## src/rtl/wsq_pkg.sv

```systemverilog
// Shared types and constants for the weighted semaphore wait queue.
// It has no dependencies. The cell chain, the top level and the checker use it.
package wsq_pkg;

  localparam int QUEUE_DEPTH = 16;
  localparam int COUNT_W     = $clog2(QUEUE_DEPTH + 1);
  localparam int TOKEN_W     = 32;
  localparam int NEED_W      = 16;
  localparam int TID_W       = 8;

  typedef enum logic [1:0] {
    MODE_WAIT   = 2'd0,
    MODE_SIGNAL = 2'd1,
    MODE_CLOSE  = 2'd2,
    MODE_QUERY  = 2'd3
  } mode_t;

  typedef enum logic [2:0] {
    ST_OK       = 3'd0,
    ST_BLOCKED  = 3'd1,
    ST_CLOSED   = 3'd2,
    ST_FULL     = 3'd3,
    ST_OVERFLOW = 3'd4
  } status_t;

  typedef enum logic {
    KIND_DONE    = 1'b0,
    KIND_RELEASE = 1'b1
  } kind_t;

  typedef enum logic [1:0] {
    CELL_HOLD,
    CELL_SHIFT,
    CELL_ROTATE,
    CELL_APPEND
  } cell_op_t;

  typedef struct packed {
    logic [TID_W-1:0]  tid;
    logic [NEED_W-1:0] need;
  } entry_t;

  typedef struct packed {
    cell_op_t op;
    entry_t   load;
  } cell_ctl_t;

endpackage

```

## src/rtl/wsq_cell.sv

```systemverilog
// One waiter slot of the queue chain.
// It depends on wsq_pkg for the entry and control types.
module wsq_cell (
  input  logic               clk,
  input  wsq_pkg::cell_ctl_t ctl,
  input  logic               tail_sel,
  input  logic               slot_sel,
  input  wsq_pkg::entry_t    nbr,
  input  wsq_pkg::entry_t    head,
  output wsq_pkg::entry_t    ent
);

  wsq_pkg::entry_t ent_next;

  always_comb begin
    case (ctl.op)
      wsq_pkg::CELL_HOLD:   ent_next = ent;
      wsq_pkg::CELL_SHIFT:  ent_next = nbr;
      wsq_pkg::CELL_ROTATE: ent_next = tail_sel ? head : nbr;
      wsq_pkg::CELL_APPEND: ent_next = slot_sel ? ctl.load : ent;
      default:              ent_next = ent;
    endcase
  end

  always_ff @(posedge clk) begin
    ent <= ent_next;
  end

endmodule

```

## src/rtl/weighted_semaphore_wait_queue_unit.sv

```systemverilog
// Top level of the weighted semaphore: token counter, control sequencer and output register.
// It depends on wsq_pkg and instantiates a chain of wsq_cell slots.
//
//   Channel   Handshake                 Payload
//   config    cfg_wr_en                 cfg_wr_data
//   request   in_valid / in_ready       mode, token_count, thread_id
//   result    out_valid / out_ready     result_kind, released_thread, status,
//                                       tokens_left, last
//
// A request is taken only while the sequencer is idle. A wait, a query or a rejected signal
// is decided in the execute state, and its result is registered there once the output
// register is free. A signal then scans the cell chain, releasing each waiter whose need
// fits and rotating the others; a close releases every waiter, then gives its last result.
// A low out_ready that holds the output register stalls the sequencer.
// Reset is synchronous and clears the queue, the closed flag and the token counter.
module weighted_semaphore_wait_queue_unit (
  input  logic                         clk,
  input  logic                         rst,
  input  logic                         cfg_wr_en,
  input  logic [wsq_pkg::TOKEN_W-1:0]  cfg_wr_data,
  input  logic                         in_valid,
  output logic                         in_ready,
  input  logic [1:0]                   mode,
  input  logic [wsq_pkg::NEED_W-1:0]   token_count,
  input  logic [wsq_pkg::TID_W-1:0]    thread_id,
  output logic                         out_valid,
  input  logic                         out_ready,
  output logic                         result_kind,
  output logic [wsq_pkg::TID_W-1:0]    released_thread,
  output logic [2:0]                   status,
  output logic [wsq_pkg::TOKEN_W-1:0]  tokens_left,
  output logic                         last
);

  localparam int DEPTH = wsq_pkg::QUEUE_DEPTH;
  localparam int CW    = wsq_pkg::COUNT_W;
  localparam int TW    = wsq_pkg::TOKEN_W;

  typedef enum logic [1:0] {
    S_IDLE,
    S_EXEC,
    S_SCAN,
    S_FLUSH
  } state_t;

  state_t                        state, state_next;
  logic [TW-1:0]                 tokens, tokens_next;
  logic [CW-1:0]                 wcount, wcount_next;
  logic [CW-1:0]                 scan, scan_next;
  logic                          closed, closed_next;
  logic [1:0]                    req_mode;
  logic [wsq_pkg::NEED_W-1:0]    req_count;
  logic [wsq_pkg::TID_W-1:0]     req_tid;

  logic                          emit_ok;
  logic                          emit;
  wsq_pkg::kind_t                e_kind;
  logic [wsq_pkg::TID_W-1:0]     e_tid;
  wsq_pkg::status_t              e_status;
  logic [TW-1:0]                 e_tokens;
  logic                          e_last;

  logic [TW:0]                   sum;
  logic                          fits;
  wsq_pkg::cell_ctl_t            ctl;
  wsq_pkg::entry_t               ent [DEPTH];
  logic [DEPTH-1:0]              tail_sel;
  logic [DEPTH-1:0]              slot_sel;

  for (genvar i = 0; i < DEPTH; i++) begin : g_cell
    wsq_pkg::entry_t nbr;
    assign tail_sel[i] = (wcount == CW'(i + 1));
    assign slot_sel[i] = (wcount == CW'(i));
    if (i == DEPTH - 1) begin : g_end
      assign nbr = '0;
    end else begin : g_mid
      assign nbr = ent[i+1];
    end
    wsq_cell u_cell (
      .clk      (clk),
      .ctl      (ctl),
      .tail_sel (tail_sel[i]),
      .slot_sel (slot_sel[i]),
      .nbr      (nbr),
      .head     (ent[0]),
      .ent      (ent[i])
    );
  end

  assign in_ready = (state == S_IDLE);
  assign emit_ok  = !out_valid || out_ready;
  assign sum      = {1'b0, tokens} + {{(TW + 1 - wsq_pkg::NEED_W){1'b0}}, req_count};
  assign fits     = {{(TW - wsq_pkg::NEED_W){1'b0}}, ent[0].need} <= tokens;

  always_comb begin
    state_next  = state;
    tokens_next = tokens;
    wcount_next = wcount;
    scan_next   = scan;
    closed_next = closed;
    emit        = 1'b0;
    e_kind      = wsq_pkg::KIND_DONE;
    e_tid       = '0;
    e_status    = wsq_pkg::ST_OK;
    e_tokens    = tokens;
    e_last      = 1'b1;
    ctl.op      = wsq_pkg::CELL_HOLD;
    ctl.load    = '{tid: req_tid, need: req_count};
    case (state)
      S_IDLE: begin
        if (in_valid) begin
          state_next = S_EXEC;
        end
      end
      S_EXEC: begin
        case (req_mode)
          wsq_pkg::MODE_WAIT: begin
            if (emit_ok) begin
              emit       = 1'b1;
              state_next = S_IDLE;
              if (closed) begin
                e_status = wsq_pkg::ST_CLOSED;
              end else if (tokens >= TW'(req_count)) begin
                tokens_next = tokens - TW'(req_count);
                e_tokens    = tokens_next;
              end else if (wcount >= CW'(DEPTH)) begin
                e_status = wsq_pkg::ST_FULL;
              end else begin
                ctl.op      = wsq_pkg::CELL_APPEND;
                wcount_next = wcount + CW'(1);
                e_status    = wsq_pkg::ST_BLOCKED;
              end
            end
          end
          wsq_pkg::MODE_SIGNAL: begin
            if (closed || sum[TW]) begin
              if (emit_ok) begin
                emit       = 1'b1;
                e_status   = closed ? wsq_pkg::ST_CLOSED : wsq_pkg::ST_OVERFLOW;
                state_next = S_IDLE;
              end
            end else begin
              tokens_next = sum[TW-1:0];
              scan_next   = '0;
              state_next  = S_SCAN;
            end
          end
          wsq_pkg::MODE_CLOSE: begin
            closed_next = 1'b1;
            state_next  = S_FLUSH;
          end
          default: begin
            if (emit_ok) begin
              emit       = 1'b1;
              state_next = S_IDLE;
            end
          end
        endcase
      end
      S_SCAN: begin
        if (wcount == '0 || scan == wcount) begin
          if (emit_ok) begin
            emit       = 1'b1;
            state_next = S_IDLE;
          end
        end else if (fits) begin
          if (emit_ok) begin
            ctl.op      = wsq_pkg::CELL_SHIFT;
            wcount_next = wcount - CW'(1);
            tokens_next = tokens - TW'(ent[0].need);
            scan_next   = '0;
            emit        = 1'b1;
            e_kind      = wsq_pkg::KIND_RELEASE;
            e_tid       = ent[0].tid;
            e_tokens    = tokens_next;
            e_last      = 1'b0;
          end
        end else begin
          ctl.op    = wsq_pkg::CELL_ROTATE;
          scan_next = scan + CW'(1);
        end
      end
      S_FLUSH: begin
        if (emit_ok) begin
          emit = 1'b1;
          if (wcount == '0) begin
            state_next = S_IDLE;
          end else begin
            ctl.op      = wsq_pkg::CELL_SHIFT;
            wcount_next = wcount - CW'(1);
            e_kind      = wsq_pkg::KIND_RELEASE;
            e_tid       = ent[0].tid;
            e_status    = wsq_pkg::ST_CLOSED;
            e_last      = 1'b0;
          end
        end
      end
      default: begin
        state_next = S_IDLE;
      end
    endcase
  end

  always_ff @(posedge clk) begin
    if (rst) begin
      state     <= S_IDLE;
      tokens    <= '0;
      wcount    <= '0;
      scan      <= '0;
      closed    <= 1'b0;
      out_valid <= 1'b0;
    end else begin
      state  <= state_next;
      wcount <= wcount_next;
      scan   <= scan_next;
      closed <= closed_next;
      if (cfg_wr_en) begin
        tokens <= cfg_wr_data;
      end else begin
        tokens <= tokens_next;
      end
      if (emit) begin
        out_valid <= 1'b1;
      end else if (out_ready) begin
        out_valid <= 1'b0;
      end
    end
    if (emit) begin
      result_kind     <= e_kind;
      released_thread <= e_tid;
      status          <= e_status;
      tokens_left     <= e_tokens;
      last            <= e_last;
    end
    if (in_valid && in_ready) begin
      req_mode  <= mode;
      req_count <= token_count;
      req_tid   <= thread_id;
    end
  end

endmodule

```

## config.mk

```make
export PLATFORM = sky130hd
export DESIGN_NAME = weighted_semaphore_wait_queue_unit
export DESIGN_NICKNAME = d
export VERILOG_FILES = /design/src/rtl/wsq_pkg.sv /design/src/rtl/wsq_cell.sv /design/src/rtl/weighted_semaphore_wait_queue_unit.sv
export SDC_FILE = /design/constraint.sdc
export NUM_CORES = 2
export LEC_CHECK = 0
export ABC_CLOCK_PERIOD_IN_PS = 15900
export BUFFER_PORTS_ARGS = -buffer_cell sky130_fd_sc_hd__buf_2
export CORE_ASPECT_RATIO = 0.8
export CORE_UTILIZATION = 55
export CTS_BUF_LIST = sky130_fd_sc_hd__clkbuf_2 sky130_fd_sc_hd__clkbuf_4 sky130_fd_sc_hd__clkbuf_8
export DETAILED_ROUTE_END_ITERATION = 10
export GPL_TIMING_DRIVEN = 1
export PLACE_DENSITY = 0.75
export SETUP_SLACK_MARGIN = 0.3
export SKIP_LAST_GASP = 1
export SLEW_MARGIN = 20
export SYNTH_ARGS = -nofsm -noshare
export SYNTH_HDL_FRONTEND = slang
export SYNTH_SLANG_ARGS = --single-unit
```

## constraint.sdc

```tcl
create_clock -name clk -period 15.9 [get_ports clk]
set_input_delay 2.385 -clock clk [delete_from_list [all_inputs] [get_ports clk]]
set_output_delay 2.385 -clock clk [all_outputs]
set_load 0.01 [all_outputs]
```

==> metrics.log <==
INFO  metric clock_edge_transition_at_the_registers_on_the_reported_setup_and_hold_paths = approximately 0.06 ns
INFO  metric detail_routed_via_count_per_cell = between 6 and 7
INFO  metric max-clock-path-buffers = 3
INFO  metric cts_buffers = just over 80
INFO  metric crit_path_top_delay_cell = sky130_fd_sc_hd__nand2_1
INFO  metric start_util = 0.563
INFO  metric postcts_resize_cnt = 0
INFO  metric design.die.area = around 51000 µm²
INFO  metric dpl.hpwl = 60.2 mm
INFO  metric dominantRegCellSynth = sky130_fd_sc_hd__edfxtp_1
INFO  metric synth_area_leader_cell = sky130_fd_sc_hd__edfxtp_1
INFO  metric critical-path-max-stage-delay = approximately 0.80 ns
INFO  metric maximum_number_of_pins_on_one_net_before_global_route_repair = 62
INFO  metric timing_worst_setup_path_type = input pin to register
INFO  metric status = completed
INFO  metric detail_route.wl_per_cell = roughly 25 µm
INFO  metric ctsHoldBuffers = 0
INFO  metric power_leakage = around 0.012 µW
INFO  metric synth-edff-count = 455
INFO  metric num_rows = between 70 and 80
INFO  metric numClockSinks = roughly 500
INFO  metric synthCells = 2716
INFO  metric routabilityCongestion = between 1 and 1.5
INFO  metric die_h = between 200 and 250 µm
INFO  metric worst_setup_path_end_kind = register
INFO  metric most_common_library_cells_after_synthesis = 592 x sky130_fd_sc_hd__nand2_1, 455 x sky130_fd_sc_hd__edfxtp_1, 345 x sky130_fd_sc_hd__a22oi_1, 133 x sky130_fd_sc_hd__clkbuf_1, 130 x sky130_fd_sc_hd__a21oi_1
INFO  metric yosysWarningCount = 0
INFO  metric grt_first_pass_wirelength = 132 mm
INFO  metric cellPowerDensity = a little under 100 nW/µm²
INFO  metric dr.first_iter.drc_count = around 3400
INFO  metric synth.cell_area = between 20000 and 30000 µm²
INFO  metric async_flop_share = 0
INFO  metric synth_cell_types = 84
INFO  metric cp-start-kind = input pin
INFO  metric drv_slew = 0
INFO  metric timing.final.setup_violations = 0
INFO  metric path_common_cell = sky130_fd_sc_hd__nand2_1
INFO  metric synth.ff_latch_count = around 500
INFO  metric worst_pin_slew = 1.19 ns
INFO  metric final_min_period_over_clock_period = 0.337
INFO  metric core_area = between 40000 and 50000 µm²
INFO  metric final_period_minus_worst_setup_slack = about 5.4 ns
INFO  metric total_power = just under 3000 µW
INFO  metric hold_path_class = register to register
INFO  metric finalWirelength = around 87 mm
INFO  metric clock.fmax = approximately 190 MHz
INFO  metric first_global_vias = 21800
INFO  metric rsz0062_at_grt = no
INFO  metric drcViolationCount = 0
INFO  metric clk-insertion-delay-late = 0.69 ns
INFO  metric cts_root_buffer = sky130_fd_sc_hd__clkbuf_8
INFO  metric tritoncts = yes
INFO  metric crit_path_cells = buf_2 > nor2b_1 > nor2_1 > nand3_1 > or3_1 > a21oi_4 > buf_4 > nand2_1 > nand2_1
INFO  metric track_usage = 0.341
INFO  metric antenna_cells_inserted = 0
INFO  metric arrival = roughly 6 ns
INFO  metric antenna_violations_before_repair = 3
INFO  metric syn_nets = 2844
INFO  metric post-synth-top-count-cell = sky130_fd_sc_hd__nand2_1
INFO  metric layout-drive-gt1-share = 0.132
INFO  metric timing.critical_path.fanout_max = 39
INFO  metric hold_violations = 0
INFO  metric area_delta_synth_final = 8.78%
INFO  metric synth.top_cell.area_share = 0.498
INFO  metric synth.area.top_cells = sky130_fd_sc_hd__edfxtp_1 50%, sky130_fd_sc_hd__a22oi_1 9.4%, sky130_fd_sc_hd__nand2_1 8.1%, sky130_fd_sc_hd__dfxtp_1 3.4%, sky130_fd_sc_hd__ha_1 2.8%
INFO  metric overflow = 0
INFO  metric route.vias.total = 22900
INFO  metric first_drt_pass_iteration_count = 8
INFO  metric timing.critical_path.buf_inv = 2
INFO  metric placement.io_buffers = ~110
INFO  metric post_cts_buffers = 0
INFO  metric ant_nets = 0
INFO  metric worst_path_dominant_cell_family = simple AND/OR/NAND/NOR gates
INFO  metric h_tree_depth = 3
INFO  metric maxSlewHeadroom = 0.208
INFO  metric drv_cap = 0
INFO  metric finalNetCount = about 2900
INFO  metric tns = 0 ns
INFO  metric clock_skew = ~0.05 ns
INFO  metric synth.yosys.seq_area_share = 0.532
INFO  metric power.ir.vdd_worst = 57.7 µV
INFO  metric per_instance_average_area_after_synthesis = 10.1 µm²
INFO  metric worstPathRequired = roughly 16 ns
INFO  metric ios = between 100 and 150
INFO  metric chipWidth = roughly 250 µm
-- power by group --
part           switching [µW]  total [µW]  internal (µW)
Sequential               34.8        1480           1440
Clock                     539        1100            562
Combinational             254         388            134
Total                     828        2970           2140
-- through the flow --
step | util | instances | hold slack [ns] | cell area [µm²] | setup slack (ns)
floorplan | - | 2716 | 0.460 | 27400 | 10.54
global placement | 0.578 | 3305 | 0.478 | 28100 | 9.76
detailed placement | 0.578 | 3305 | 0.482 | 28200 | 9.71
CTS | 0.610 | 3449 | 0.497 | 29700 | 10.43
global route | 0.612 | 3451 | 0.522 | 29800 | 10.39
finish | 0.612 | 3451 | 0.504 | 29800 | 10.54
-- layout make-up --
| type | instances | area (µm²) |
|---|---|---|
| Clock buffer | 108 | 1320 |
| Clock inverter | 36 | 230 |
| Fill cell | 3972 | 18900 |
| Inverter | 86 | 323 |
| Multi-Input combinational cell | 1902 | 11600 |
| Sequential cell | 501 | 14600 |
| Tap cell | 666 | 833 |
| Timing Repair Buffer | 152 | 895 |
-- cell usage in the layout (no fill, tap or decap), types with 18 or more instances in the layout --
master	instances
sky130_fd_sc_hd__edfxtp_1	455
sky130_fd_sc_hd__clkbuf_4	27
sky130_fd_sc_hd__nand3_1	38
sky130_fd_sc_hd__clkinv_1	18
sky130_fd_sc_hd__ha_1	61
sky130_fd_sc_hd__nand2b_1	23
sky130_fd_sc_hd__a22oi_1	345
sky130_fd_sc_hd__a211oi_1	22
sky130_fd_sc_hd__nand2_1	592
sky130_fd_sc_hd__buf_4	41
sky130_fd_sc_hd__inv_1	83
sky130_fd_sc_hd__clkbuf_8	82
sky130_fd_sc_hd__nand2_2	19
sky130_fd_sc_hd__dfxtp_1	46
sky130_fd_sc_hd__xnor2_1	44
sky130_fd_sc_hd__o21ai_0	86
sky130_fd_sc_hd__nor2b_1	20
sky130_fd_sc_hd__nor2_1	123
sky130_fd_sc_hd__a21oi_1	113
sky130_fd_sc_hd__nor3_1	34
sky130_fd_sc_hd__buf_2	109
sky130_fd_sc_hd__xor2_1	21
sky130_fd_sc_hd__nand4_1	24
-- registers in the layout (all words and copies together) (netlist names) --
signal / count
tokens_left: 32
wcount: 5
out_valid: 1
g_cell.u_cell.ent: 384
status: 3
released_thread: 8
closed: 1
req_mode: 2
req_tid: 8
state: 2
scan: 5
req_count: 16
result_kind: 1
last: 1
tokens: 32
-- layer usage --
layer  vias to the layer above  track usage  share of wire
li1                      10100            -              -
met1                     11100        0.493           0.42
met2                      1524        0.497           0.43
met3                       199       0.0970           0.12
met4                         6       0.0982          0.027
met5                         -            0        0.00047
-- path summary, 6_finish.rpt --
path | start | endpoint | slack, ns | depth (start not counted)
worst max register to register | tokens[0]$_SDFFE_PP0P_ | g_cell[13].u_cell.ent[21]$_DFFE_PP_ | 10.77 | 14
worst max-delay path | out_ready | g_cell[13].u_cell.ent[21]$_DFFE_PP_ | 10.54 | 9
worst min register to register | scan[4]$_SDFFE_PP0P_ | scan[4]$_SDFFE_PP0P_ | 0.50 | 1
worst min-delay path | scan[4]$_SDFFE_PP0P_ | scan[4]$_SDFFE_PP0P_ | 0.50 | 1
-- kinds of logic (layout without fill, tap and decap cells) --
logic type | after synthesis | count (layout) | synth area share
xor gates and xnor gates | 65 | 65 | 0.0208
buffers and inverters | 313 | 382 | 0.0508
AOI/OAI and AO/OA | 784 | 784 | 0.198
adders and majority gates | 65 | 65 | 0.0305
muxes | 20 | 20 | 0.00744
DFF | 501 | 501 | 0.532
and+or+nand+nor | 968 | 968 | 0.161
(Power assumes the default switching activity.)
